`src/hdl/ucc_pkg.sv`:
```
package ucc_pkg;

   localparam int TOTAL_BITS = 32;
   localparam int CP_BITS = 21;
   localparam int OUT_TOTAL_BITS = 32;

   localparam logic [1:0] CONT_TAG = 2'b10;

   typedef struct packed {
      logic [7:0] data_byte;
      logic       before_caret;
      logic       last_byte;
   } ucc_item_type;

   typedef struct packed {
      logic [CP_BITS-1:0]        code_point;
      logic [1:0]                char_width;
      logic                      char_done;
      logic [OUT_TOTAL_BITS-1:0] column_total;
      logic [OUT_TOTAL_BITS-1:0] char_total;
      logic                      text_done;
   } ucc_result_type;

   typedef struct packed {
      logic [1:0]            bytes_owed;
      logic [7:0]            lead_held;
      logic [CP_BITS-1:0]    partial_value;
      logic                  bad_sequence;
      logic                  inside_text;
      logic                  char_counted;
      logic [TOTAL_BITS-1:0] columns_acc;
      logic [TOTAL_BITS-1:0] chars_acc;
   } ucc_state_type;

   localparam ucc_state_type STATE_CLEAR = '0;

endpackage

```
`src/hdl/ucc_channels.sv`:
```
interface ucc_req_if;
   logic       valid;
   logic       ready;
   logic [7:0] data_byte;
   logic       before_caret;
   logic       last_byte;

   modport source (output valid, output data_byte, output before_caret, output last_byte,
                   input ready);
   modport sink (input valid, input data_byte, input before_caret, input last_byte,
                 output ready);
endinterface

interface ucc_rsp_if;
   logic                                valid;
   logic                                ready;
   logic [ucc_pkg::CP_BITS-1:0]         code_point;
   logic [1:0]                          char_width;
   logic                                char_done;
   logic [ucc_pkg::OUT_TOTAL_BITS-1:0]  column_total;
   logic [ucc_pkg::OUT_TOTAL_BITS-1:0]  char_total;
   logic                                text_done;

   modport source (output valid, output code_point, output char_width, output char_done,
                   output column_total, output char_total, output text_done,
                   input ready);
   modport sink (input valid, input code_point, input char_width, input char_done,
                 input column_total, input char_total, input text_done,
                 output ready);
endinterface

```
`src/hdl/utf8_decode_column_counter.sv`:
```
// Decodes a UTF-8 byte stream and returns one result item for every byte taken, carrying the
// settled code point and display width when a character completes, and running saturated
// totals of counted characters and columns. It takes one byte per clock while the result
// output is not stalled: a byte waits in the input register, the decode step and the width
// lookup update the decoder state as the byte moves on to the output register, and the result
// is held in the output register until it is taken. All state, totals included, clears after the result of
// the last byte of a text.
module utf8_decode_column_counter (
   input  logic            clock,
   input  logic            reset,
   ucc_req_if.sink         req,
   ucc_rsp_if.source       rsp
);

   logic                    in_valid_ff;
   logic                    in_valid_in;
   ucc_pkg::ucc_item_type   in_item_ff;
   logic                    rsp_valid_ff;
   logic                    rsp_valid_in;
   ucc_pkg::ucc_result_type rsp_data_ff;
   ucc_pkg::ucc_state_type  state_ff;
   ucc_pkg::ucc_state_type  state_in;
   ucc_pkg::ucc_result_type step_result;
   logic                    advance;
   logic                    take;

   assign advance   = in_valid_ff && (!rsp_valid_ff || rsp.ready);
   assign req.ready = !in_valid_ff || advance;
   assign take      = req.valid && req.ready;

   assign in_valid_in  = take || (in_valid_ff && !advance);
   assign rsp_valid_in = advance || (rsp_valid_ff && !rsp.ready);

   ucc_step u_step (
      .item       (in_item_ff),
      .state      (state_ff),
      .state_next (state_in),
      .result     (step_result)
   );

   always_ff @(posedge clock) begin
      if (reset) begin
         in_valid_ff  <= 1'b0;
         rsp_valid_ff <= 1'b0;
         state_ff     <= ucc_pkg::STATE_CLEAR;
      end else begin
         in_valid_ff  <= in_valid_in;
         rsp_valid_ff <= rsp_valid_in;
         if (advance) begin
            state_ff <= state_in;
         end
      end
   end

   always_ff @(posedge clock) begin
      if (take) begin
         in_item_ff.data_byte    <= req.data_byte;
         in_item_ff.before_caret <= req.before_caret;
         in_item_ff.last_byte    <= req.last_byte;
      end
      if (advance) begin
         rsp_data_ff <= step_result;
      end
   end

   assign rsp.valid        = rsp_valid_ff;
   assign rsp.code_point   = rsp_data_ff.code_point;
   assign rsp.char_width   = rsp_data_ff.char_width;
   assign rsp.char_done    = rsp_data_ff.char_done;
   assign rsp.column_total = rsp_data_ff.column_total;
   assign rsp.char_total   = rsp_data_ff.char_total;
   assign rsp.text_done    = rsp_data_ff.text_done;

endmodule

```
`src/hdl/ucc_width.sv`:
```
module ucc_width (
   input  logic [ucc_pkg::CP_BITS-1:0] code_point,
   output logic [1:0]                  char_width
);

   always_comb begin
      if (code_point inside {[21'h000300:21'h00036F], [21'h00064B:21'h00065F],
                             21'h000670, [21'h0006D6:21'h0006ED],
                             [21'h00200B:21'h00200F]}) begin
         char_width = 2'd0;
      end else if (code_point inside {[21'h001100:21'h00115F], [21'h002E80:21'h00303E],
                                      [21'h003041:21'h0033FF], [21'h003400:21'h004DBF],
                                      [21'h004E00:21'h009FFF], [21'h00A000:21'h00A4CF],
                                      [21'h00AC00:21'h00D7A3], [21'h00F900:21'h00FAFF],
                                      [21'h00FE30:21'h00FE6F], [21'h00FF00:21'h00FF60],
                                      [21'h00FFE0:21'h00FFE6], [21'h01F300:21'h01F64F],
                                      [21'h01F900:21'h01F9FF],
                                      [21'h020000:21'h03FFFD]}) begin
         char_width = 2'd2;
      end else begin
         char_width = 2'd1;
      end
   end

endmodule

```
`src/hdl/ucc_step.sv`:
```
module ucc_step (
   input  ucc_pkg::ucc_item_type   item,
   input  ucc_pkg::ucc_state_type  state,
   output ucc_pkg::ucc_state_type  state_next,
   output ucc_pkg::ucc_result_type result
);

   logic [ucc_pkg::CP_BITS-1:0] cp;
   logic                        done;
   logic                        cont;
   logic [2:0]                  claim;
   logic [1:0]                  width;
   logic [ucc_pkg::TOTAL_BITS:0] chars_sum;
   logic [ucc_pkg::TOTAL_BITS:0] cols_sum;
   ucc_pkg::ucc_state_type       ns;

   assign cont = (item.data_byte[7:6] == ucc_pkg::CONT_TAG);

   always_comb begin
      case (item.data_byte) inside
         [8'h00:8'h7F]: claim = 3'd1;
         [8'hC0:8'hDF]: claim = 3'd2;
         [8'hE0:8'hEF]: claim = 3'd3;
         [8'hF0:8'hF7]: claim = 3'd4;
         default:       claim = 3'd1;
      endcase
   end

   ucc_width u_width (
      .code_point (cp),
      .char_width (width)
   );

   assign chars_sum = {1'b0, state.chars_acc} + (ucc_pkg::TOTAL_BITS+1)'(1);

   always_comb begin
      ns   = state;
      done = 1'b0;
      cp   = '0;
      if (state.bytes_owed != 2'd0) begin
         if (cont) begin
            ns.partial_value = {state.partial_value[ucc_pkg::CP_BITS-7:0],
                                item.data_byte[5:0]};
         end else begin
            ns.bad_sequence = 1'b1;
         end
         ns.bytes_owed = state.bytes_owed - 2'd1;
         if (ns.bytes_owed == 2'd0) begin
            done = 1'b1;
            cp   = ns.bad_sequence ? ucc_pkg::CP_BITS'(state.lead_held) : ns.partial_value;
         end else if (item.last_byte) begin
            done = 1'b1;
            cp   = ucc_pkg::CP_BITS'(state.lead_held);
         end
      end else if (!(state.inside_text && cont)) begin
         ns.inside_text  = 1'b1;
         ns.lead_held    = item.data_byte;
         ns.bad_sequence = 1'b0;
         ns.char_counted = item.before_caret;
         if (item.before_caret) begin
            ns.chars_acc = chars_sum[ucc_pkg::TOTAL_BITS] ?
                           '1 : chars_sum[ucc_pkg::TOTAL_BITS-1:0];
         end
         case (claim)
            3'd2:    ns.partial_value = ucc_pkg::CP_BITS'(item.data_byte & 8'h1F);
            3'd3:    ns.partial_value = ucc_pkg::CP_BITS'(item.data_byte & 8'h0F);
            3'd4:    ns.partial_value = ucc_pkg::CP_BITS'(item.data_byte & 8'h07);
            default: ns.partial_value = ucc_pkg::CP_BITS'(item.data_byte & 8'h7F);
         endcase
         done = (claim == 3'd1) || item.last_byte;
         cp   = ucc_pkg::CP_BITS'(item.data_byte);
         if (claim != 3'd1) begin
            ns.bytes_owed = 2'(claim - 3'd1);
         end
      end
   end

   assign cols_sum = {1'b0, ns.columns_acc} + (ucc_pkg::TOTAL_BITS+1)'(width);

   always_comb begin
      state_next = ns;
      if (done && ns.char_counted) begin
         state_next.columns_acc = cols_sum[ucc_pkg::TOTAL_BITS] ?
                                  '1 : cols_sum[ucc_pkg::TOTAL_BITS-1:0];
      end
      result.code_point   = done ? cp : '0;
      result.char_width   = done ? width : 2'd0;
      result.char_done    = done;
      result.column_total = ucc_pkg::OUT_TOTAL_BITS'(state_next.columns_acc);
      result.char_total   = ucc_pkg::OUT_TOTAL_BITS'(state_next.chars_acc);
      result.text_done    = item.last_byte;
      if (item.last_byte) begin
         state_next = ucc_pkg::STATE_CLEAR;
      end
   end

endmodule

```
`src/flat_wrapper.sv`:
```
// flat-port wrapper written by rule: the top's interface ports become plain ports
module utf8_decode_column_counter_flat 
  (clock, reset, req_valid, req_data_byte, req_before_caret, req_last_byte, req_ready, rsp_valid, rsp_code_point, rsp_char_width, rsp_char_done, rsp_column_total, rsp_char_total, rsp_text_done, rsp_ready);
  ucc_req_if req_i ();
  ucc_rsp_if rsp_i ();
  input  logic clock;
  input  logic reset;
  input wire logic [$bits(req_i.valid)-1:0] req_valid;
  input wire logic [$bits(req_i.data_byte)-1:0] req_data_byte;
  input wire logic [$bits(req_i.before_caret)-1:0] req_before_caret;
  input wire logic [$bits(req_i.last_byte)-1:0] req_last_byte;
  output wire logic [$bits(req_i.ready)-1:0] req_ready;
  output wire logic [$bits(rsp_i.valid)-1:0] rsp_valid;
  output wire logic [$bits(rsp_i.code_point)-1:0] rsp_code_point;
  output wire logic [$bits(rsp_i.char_width)-1:0] rsp_char_width;
  output wire logic [$bits(rsp_i.char_done)-1:0] rsp_char_done;
  output wire logic [$bits(rsp_i.column_total)-1:0] rsp_column_total;
  output wire logic [$bits(rsp_i.char_total)-1:0] rsp_char_total;
  output wire logic [$bits(rsp_i.text_done)-1:0] rsp_text_done;
  input wire logic [$bits(rsp_i.ready)-1:0] rsp_ready;
  assign req_i.valid = req_valid;
  assign req_i.data_byte = req_data_byte;
  assign req_i.before_caret = req_before_caret;
  assign req_i.last_byte = req_last_byte;
  assign req_ready = req_i.ready;
  assign rsp_valid = rsp_i.valid;
  assign rsp_code_point = rsp_i.code_point;
  assign rsp_char_width = rsp_i.char_width;
  assign rsp_char_done = rsp_i.char_done;
  assign rsp_column_total = rsp_i.column_total;
  assign rsp_char_total = rsp_i.char_total;
  assign rsp_text_done = rsp_i.text_done;
  assign rsp_i.ready = rsp_ready;
  utf8_decode_column_counter u_core (.clock(clock), .reset(reset), .req(req_i), .rsp(rsp_i));
endmodule
```
`config.mk`:
```
export PLATFORM = sky130hd
export DESIGN_NAME = utf8_decode_column_counter_flat
export DESIGN_NICKNAME = d
export VERILOG_FILES = /design/src/hdl/ucc_pkg.sv /design/src/hdl/ucc_channels.sv /design/src/hdl/utf8_decode_column_counter.sv /design/src/hdl/ucc_width.sv /design/src/hdl/ucc_step.sv /design/src/flat_wrapper.sv
export SDC_FILE = /design/constraint.sdc
export NUM_CORES = 1
export LEC_CHECK = 0
export BUFFER_PORTS_ARGS = -buffer_cell sky130_fd_sc_hd__buf_4
export CORE_AREA = 2 2 145 147
export CTS_BUF_LIST = sky130_fd_sc_hd__clkbuf_16
export CTS_CLUSTER_SIZE = 16
export DETAILED_ROUTE_END_ITERATION = 7
export DIE_AREA = 0 0 147 149
export HOLD_SLACK_MARGIN = 0.15
export PLACE_DENSITY = 0.77
export SLEW_MARGIN = 20
export SYNTH_ARGS = -nofsm -noshare
export SYNTH_HDL_FRONTEND = slang
export SYNTH_SLANG_ARGS = --single-unit
export TNS_END_PERCENT = 50
```
`constraint.sdc`:
```
create_clock -name clock -period 13.5 [get_ports clock]
set_input_delay 0.675 -clock clock [delete_from_list [all_inputs] [get_ports clock]]
set_output_delay 0.675 -clock clock [all_outputs]
set_load 0.005 [all_outputs]
```
==> flow_metrics.env, run 1 <==
export IMPL_hold_path_endpoint="u_core.in_item_ff[5]"
export IMPL_endpoint_kind="register"
export IMPL_drc=0
export IMPL_synth_seq_area_share=0.451
export IMPL_avgRoutedWirePerCell_um=20.3
export IMPL_critical_path_cell_chain="or3b_1 > nor2_1 > a221oi_1 > or4_1 > o2111ai_2 > o211ai_1 > nor4_2 > and3_4 > inv_2 > nor3_1 > ha_1 > inv_1 > fa_1 > nand4b_1 > or4_1 > or2_2 > a31oi_1 > nor2_1 > nor3_1"
export IMPL_min_path_cells=1
export IMPL_clockBufferDepth=2
export IMPL_drtAntennaViolNets=0
export IMPL_synth_area_per_cell_um2=8.82
export IMPL_relSlewSlack=0.270
export IMPL_syn_inst=1251
export IMPL_cap_violations=0
export IMPL_drt_iter0_drc=1181
export IMPL_status="complete, no violations"
export IMPL_yosysWarnings=0
export IMPL_crit_path_max_incr_delay_ps=780
export IMPL_maxSlewViolCount=0
export IMPL_path_buf_inv=2
export IMPL_cp_required_ps=13860
export IMPL_antenna_cells=0
export IMPL_syn_nets=1273
export IMPL_finalCritPeriodShare=0.531
export IMPL_worst_pin_slew_ps=1090
export IMPL_insertion_delay_ps=440
export IMPL_track_usage=0.292
export IMPL_antenna_found_initial=0
export IMPL_crit_type="register to register"
export IMPL_ys_flop_type="dfxtp_1"
export IMPL_crit_family="simple AND/OR/NAND/NOR gates"
export IMPL_dr_pass1_iters=6
export IMPL_crit_cells=19
export IMPL_hold_ws_ps=410
export IMPL_rows=53
export IMPL_synth_cell_area_um2=11000
export IMPL_cts_tree="built"
export IMPL_cts_resized=0
export IMPL_holdCritPathClass="input port to register"
export IMPL_r2r_slack_ps=6330
export IMPL_cts_hold_buf=0
export IMPL_r2r_start="u_core.in_item_ff[9]"
export IMPL_htree_levels=4
export IMPL_yosys_cell_types_count=85
export IMPL_grt_max_degree=77
export IMPL_drive_gt1_frac=0.148
export IMPL_fin_worst_skew_ps=9.15
export IMPL_startpoint_type="register"
export IMPL_yosys_register_bits=199
export IMPL_chipHeight_um=149
export IMPL_clock_sinks=199
export IMPL_path_clk_slew_ps=80
export IMPL_finalHoldViolCount=0
export IMPL_wl_mm=32.2
export IMPL_total_leakage_power_uw=0.00464
export IMPL_grt_pass1_vias=9258
export IMPL_nNetsFinal=1322
export IMPL_via_per_inst=6.43
export IMPL_fmax_mhz=139
export IMPL_dp_cells=1556
export IMPL_vias=10203
export IMPL_grt_pass1_wl_mm=50.9
export IMPL_synth_top_area_cell="edfxtp_1"
export IMPL_setup_violations=0
export IMPL_worstPathMaxFanout=50
export IMPL_fin_tns_setup_ps=0
export IMPL_synth_async_reset_ratio=0
export IMPL_period_needed_ps=7170
export IMPL_hold_start="req_data_byte[3]"
export IMPL_stdcell_count=1588
export IMPL_rsz0062_at_grt="no"
export IMPL_dp_hpwl_mm=22.3
export IMPL_synth_top_area_frac=0.269
export IMPL_fp_coreArea_um2=20600
export IMPL_die_x_um=147
export IMPL_crit_arrival_ps=7530
export IMPL_syn_to_final_growth_pct=13.4
export IMPL_numPortBuffers=104
export IMPL_synth_edf_count=99
export IMPL_slowest_stage="nor2_1"
export IMPL_r2r_cells=19
export IMPL_timing_rr_end="u_core.state_ff[34]"
export IMPL_place_congestion=1.02
export IMPL_power_density_nw_per_um2=103
export IMPL_ios=105
export IMPL_ir_drop_mv=0.0950
export IMPL_cts_made_buffers=17
export IMPL_ctsRootBufferMaster="clkbuf_16"
export IMPL_post_cts_buffers=0
export IMPL_grt_overflow=0
export IMPL_dieArea_um2=21900
export IMPL_start_util=0.537
export IMPL_synthTopCellsByArea="edfxtp_1 27%, dfxtp_1 18%, nor2_1 6.4%"
[kinds of logic (layout without fill, tap and decap cells)]
| group | Yosys count | after routing | share of synthesized area |
|---|---|---|---|
| compound gates | 303 | 303 | 0.191 |
| xor+xnor | 48 | 48 | 0.0381 |
| fa+ha+maj | 8 | 8 | 0.00975 |
| buf+inv | 112 | 174 | 0.0408 |
| flops | 199 | 199 | 0.451 |
| mux | 18 | 18 | 0.0175 |
| simple gates | 563 | 563 | 0.252 |
[worst max path at each step]
| stage | startpoint | to | slack, ps |
|---|---|---|---|
| finish | u_core.in_item_ff[9] | u_core.state_ff[34] | 6330 |
| CTS | u_core.in_item_ff[9] | u_core.state_ff[34] | 6450 |
| detailed placement | u_core.in_item_ff[9] | u_core.state_ff[55] | 6470 |
| floorplan | u_core.in_item_ff[9] | u_core.state_ff[43] | 8030 |
| global placement | u_core.in_item_ff[9] | u_core.state_ff[34] | 6510 |
| global route | u_core.in_item_ff[9] | u_core.state_ff[43] | 5970 |
[per-stage QoR]
step / total power [uW] / area, um^2 / utilization / setup slack (ps)
3_3_place_gp: 787 / 11900 / 0.579 / 6510
3_5_place_dp: 788 / 11900 / 0.579 / 6470
6_report: 1290 / 12500 / 0.608 / 6330
4_1_cts: 1290 / 12500 / 0.608 / 6450
5_1_grt: 1330 / 12500 / 0.608 / 5970
2_1_floorplan: 740 / 11000 / - / 8030
[layout by cell type (no fill, tap or decap), types with 5 or more instances in the layout]
master	Yosys	routed
a2111oi_0	5	5
nor2_1	187	187
edfxtp_1	99	99
dfxtp_1	100	100
a32oi_1	7	7
inv_1	22	22
a211oi_1	8	8
o221a_2	7	7
a21o_1	10	10
nor2b_1	9	9
or2_2	8	8
nand2_1	135	135
or3_1	8	8
nor4_1	24	24
and4bb_2	5	5
mux2i_1	8	8
nand2b_1	10	9
and2_1	10	10
a31oi_1	27	27
clkbuf_16	0	18
buf_4	1	118
o21ai_0	40	40
o22ai_1	18	18
a22o_1	12	12
a22oi_1	33	33
and4_1	8	8
o211ai_1	7	7
and3_1	34	34
mux2_2	10	10
xnor2_1	24	24
or4_1	12	12
nor3_1	34	34
nand4_1	24	24
ha_1	7	7
nand3_1	32	32
xor2_1	24	24
a21oi_1	67	67
a41oi_1	12	12
[sequential cells by signal (all words and copies together), names as in the netlist]
name / flops
u_core.rsp.char_total: 32
u_core.rsp.valid: 1
u_core.rsp.column_total: 32
u_core.rsp.text_done: 1
u_core.state_ff: 98
u_core.rsp.code_point: 21
u_core.rsp.char_width: 2
u_core.in_item_ff: 10
u_core.in_valid_ff: 1
u_core.rsp.char_done: 1
[final cells by class]
class | count | area (um^2)
inverter | 24 | 92.6
clock buffer | 18 | 450
multi-input combinational | 940 | 5610
timing repair buffer | 118 | 886
clock inverter | 14 | 150
tap | 275 | 344
fill | 1808 | 8050
sequential | 199 | 4970
[cells in the mapped netlist, types with 8 or more instances]
cell type / instances
clkbuf_1: 69
and2_1: 10
a211oi_1: 8
and3_1: 34
o21ai_0: 40
mux2i_1: 8
o22ai_1: 18
a21oi_1: 67
nor2_1: 187
nor4_1: 24
inv_1: 22
xor2_1: 24
edfxtp_1: 99
nand3_1: 32
or4_1: 12
nand4_1: 24
buf_2: 8
a41oi_1: 12
or3_1: 8
nand2b_1: 10
nor3_1: 34
xnor2_1: 24
mux2_2: 10
nand2_1: 135
a31oi_1: 27
or2_2: 8
a21o_1: 10
nor2b_1: 9
dfxtp_1: 100
a22oi_1: 33
a22o_1: 12
and4_1: 8
[worst register-to-register path, stage by stage, from the launching register on]
cell	delay, ps
edfxtp_1	660
or3b_1	620
nor2_1	790
a221oi_1	460
or4_1	640
o2111ai_2	200
o211ai_1	130
nor4_2	260
and3_4	250
inv_2	60
nor3_1	190
ha_1	200
inv_1	60
fa_1	370
nand4b_1	310
or4_1	640
or2_2	700
a31oi_1	310
nor2_1	60
nor3_1	180
[per-layer routing]
layer / vias to the layer above / wire (um) / GRT usage
met2: 570 / 14400 / 0.441
met5: - / 0 / 0
met4: 0 / 935 / 0.109
met3: 74 / 2920 / 0.0495
met1: 4804 / 13900 / 0.425
li1: 4755 / - / -
[report_power, final]
group	switching (uW)	leakage, uW	internal, uW
Combinational	71.9	0.00263	41.2
Sequential	12.5	0.00171	650
Clock	255	0.000291	259
Total	339	0.00464	950
No activity file was read; power rests on OpenSTA's default activity.
==> run 2: changes to the inputs <==
--- a/config.mk
+++ b/config.mk
@@ -6,13 +6,13 @@
 export NUM_CORES = 1
 export LEC_CHECK = 0
 export BUFFER_PORTS_ARGS = -buffer_cell sky130_fd_sc_hd__buf_4
-export CORE_AREA = 2 2 145 147
+export CORE_AREA = 2 2 146 148
 export CTS_BUF_LIST = sky130_fd_sc_hd__clkbuf_16
 export CTS_CLUSTER_SIZE = 16
 export DETAILED_ROUTE_END_ITERATION = 7
-export DIE_AREA = 0 0 147 149
+export DIE_AREA = 0 0 148 150
 export HOLD_SLACK_MARGIN = 0.15
-export PLACE_DENSITY = 0.77
+export PLACE_DENSITY = 0.79
 export SLEW_MARGIN = 20
 export SYNTH_ARGS = -nofsm -noshare
 export SYNTH_HDL_FRONTEND = slang
==> constraint.sdc (replaced) <==
create_clock -name clock -period 6.2 [get_ports clock]
set_input_delay 0.31 -clock clock [delete_from_list [all_inputs] [get_ports clock]]
set_output_delay 0.31 -clock clock [all_outputs]
set_load 0.005 [all_outputs]
==> flow_metrics.env, run 2 (same netlist as run 1, synthesis figures left out) <==
export IMPL_startpoint_type="register"
export IMPL_grt_overflow=0
export IMPL_place_congestion=1.01
export IMPL_drtAntennaViolNets=0
export IMPL_antenna_found_initial=0
export IMPL_insertion_delay_ps=450
export IMPL_worstPathMaxFanout=44
export IMPL_r2r_cells=20
export IMPL_crit_arrival_ps=6070
export IMPL_vias=10327
export IMPL_cp_required_ps=6540
export IMPL_wl_mm=32.9
export IMPL_layout_commonest_cell="nor2_1"
export IMPL_dieArea_um2=22200
export IMPL_relSlewSlack=0.430
export IMPL_placed_area_um2=12200
export IMPL_avgRoutedWirePerCell_um=20.1
export IMPL_syn_to_final_growth_pct=17.5
export IMPL_status="complete, no violations"
export IMPL_drt_met1_wl_mm=14.1
export IMPL_dr_wl_met3_mm=2.96
export IMPL_rsz0062_at_grt="no"
export IMPL_fin_worst_skew_ps=17.8
export IMPL_grt_pass1_vias=9554
export IMPL_timing_rr_end="u_core.state_ff[43]"
export IMPL_top_layer="met4"
export IMPL_p_clk_frac=0.409
export IMPL_endpoint_kind="register"
export IMPL_layout_common_cells="186 x nor2_1, 153 x buf_4, 135 x nand2_1, 100 x dfxtp_1, 99 x edfxtp_1"
export IMPL_fmax_mhz=175
export IMPL_ctsRootBufferMaster="clkbuf_16"
export IMPL_via_per_inst=6.31
export IMPL_clockBufferDepth=2
export IMPL_grt_max_degree=77
export IMPL_path_clk_slew_ps=90
export IMPL_power_density_nw_per_um2=223
export IMPL_grt_pass1_wl_mm=51.8
export IMPL_fin_area_um2=13000
export IMPL_cts_tree="built"
export IMPL_p_seq_frac=0.499
export IMPL_nNetsFinal=1370
export IMPL_regMostFlops="u_core.state_ff"
export IMPL_drive_gt1_frac=0.171
export IMPL_cap_violations=0
export IMPL_ios=105
export IMPL_finalCritPeriodShare=0.924
export IMPL_drt_iter0_drc=1190
export IMPL_track_usage=0.296
export IMPL_total_leakage_power_uw=0.00488
export IMPL_ir_drop_mv=0.194
export IMPL_p_sw_uw=801
export IMPL_antenna_cells=0
export IMPL_drc=0
export IMPL_finalHoldViolCount=0
export IMPL_start_util=0.533
export IMPL_worst_pin_slew_ps=855
export IMPL_clock_sinks=199
export IMPL_cts_made_buffers=17
export IMPL_setup_violations=0
export IMPL_r2r_slack_ps=470
export IMPL_die_x_um=148
export IMPL_maxSlewViolCount=0
export IMPL_holdCritPathClass="input port to register"
export IMPL_r2r_start="u_core.in_item_ff[8]"
export IMPL_fin_tns_setup_ps=0
export IMPL_crit_end="u_core.state_ff[43]"
export IMPL_dp_hpwl_mm=23.2
export IMPL_startpoint="u_core.in_item_ff[8]"
export IMPL_crit_type="register to register"
export IMPL_chipHeight_um=150
export IMPL_dr_wl_met2_mm=15.0
export IMPL_largest_reg_flops=98
export IMPL_numPortBuffers=104
export IMPL_htree_levels=4
export IMPL_fp_coreArea_um2=20700
export IMPL_dr_pass1_iters=7
export IMPL_utilization=0.626
export IMPL_comb_power_share=0.093
export IMPL_sw_frac_of_total=0.278
export IMPL_p_int_uw=2090
export IMPL_period_needed_ps=5730
export IMPL_rows=53
-- run 2: cell count changes in the layout (fill, tap and decap cells not counted), moves of 2 or more --
cell / previous run / this run
buf_4: 118 / 153
clkinv_8: 4 / 7
dlygate4sd3_1: 0 / 12
inv_12: 0 / 5
inv_6: 4 / 2
inv_8: 3 / 0
-- run 2: routing by layer --
layer | up-vias | track usage
met3 | 69 | 0.0649
met1 | 4884 | 0.412
li1 | 4843 | -
met2 | 531 | 0.454
met4 | 0 | 0.107
met5 | - | 0
-- run 2: layout make-up --
| class | count | area, um^2 |
|---|---|---|
| clock buffers | 17 | 425 |
| clock inverters | 15 | 220 |
| fillers | 1777 | 7730 |
| inverters | 24 | 92.6 |
| multi-input cells | 940 | 5610 |
| flip-flops and latches | 199 | 4970 |
| well taps | 275 | 344 |
| repair buffers | 166 | 1290 |
-- run 2: how the worst min path moves through the flow --
| stage | slack [ps] | from | end | cells past startpoint |
|---|---|---|---|---|
| finish | 430 | reset | u_core.state_ff[33] | 2 |
| global route | 480 | reset | u_core.state_ff[15] | 2 |
| CTS | 440 | reset | u_core.state_ff[20] | 2 |
| detailed placement | 490 | u_core.state_ff[64] | u_core.state_ff[64] | 2 |
| global placement | 480 | u_core.state_ff[64] | u_core.state_ff[64] | 2 |
| floorplan | 410 | req_last_byte | u_core.in_item_ff[0] | 0 |
-- run 2: critical path: stages, from the launching register on --
cell and delay, ps:
edfxtp_1 490, or3b_4 510, a2111oi_4 500, a32oi_1 240, or4_1 580, o2111ai_2 200
o211ai_1 130, nor4_2 280, and3_4 230, inv_2 40, nor3_1 190, ha_1 200
inv_1 50, fa_1 370, nand4b_1 220, or4_1 440, or2_2 350, buf_12 190
a21oi_1 130, nor2_1 50, a211oi_1 230
-- run 2: timing repair --
item	in CTS	in global routing
setup buffers	0	0
resized for setup	0	1
endpoints found under the hold margin	12	0
hold buffers	12	0
setup endpoints to repair	0	3
-- run 2: metrics by stage --
| step | cells | total power (uW) | setup WS, ps | hold slack [ps] |
|---|---|---|---|---|
| after detailed placement | 1592 | 1730 | 414 | 489 |
| after global placement | 1592 | 1730 | 640 | 479 |
| after global routing | 1636 | 2980 | 79.1 | 480 |
| after floorplan | 1251 | 1610 | 731 | 409 |
| final | 1636 | 2890 | 474 | 432 |
| after CTS | 1636 | 2900 | 397 | 442 |
-- run 2: power by group through the flow --
stage               combinational, uW  clock (uW)  sequential [uW]
detailed placement                257           0             1470
finish                            268        1180             1440
CTS                               264        1190             1440
global route                      289        1240             1440
floorplan                         144           0             1470
global placement                  257           0             1470
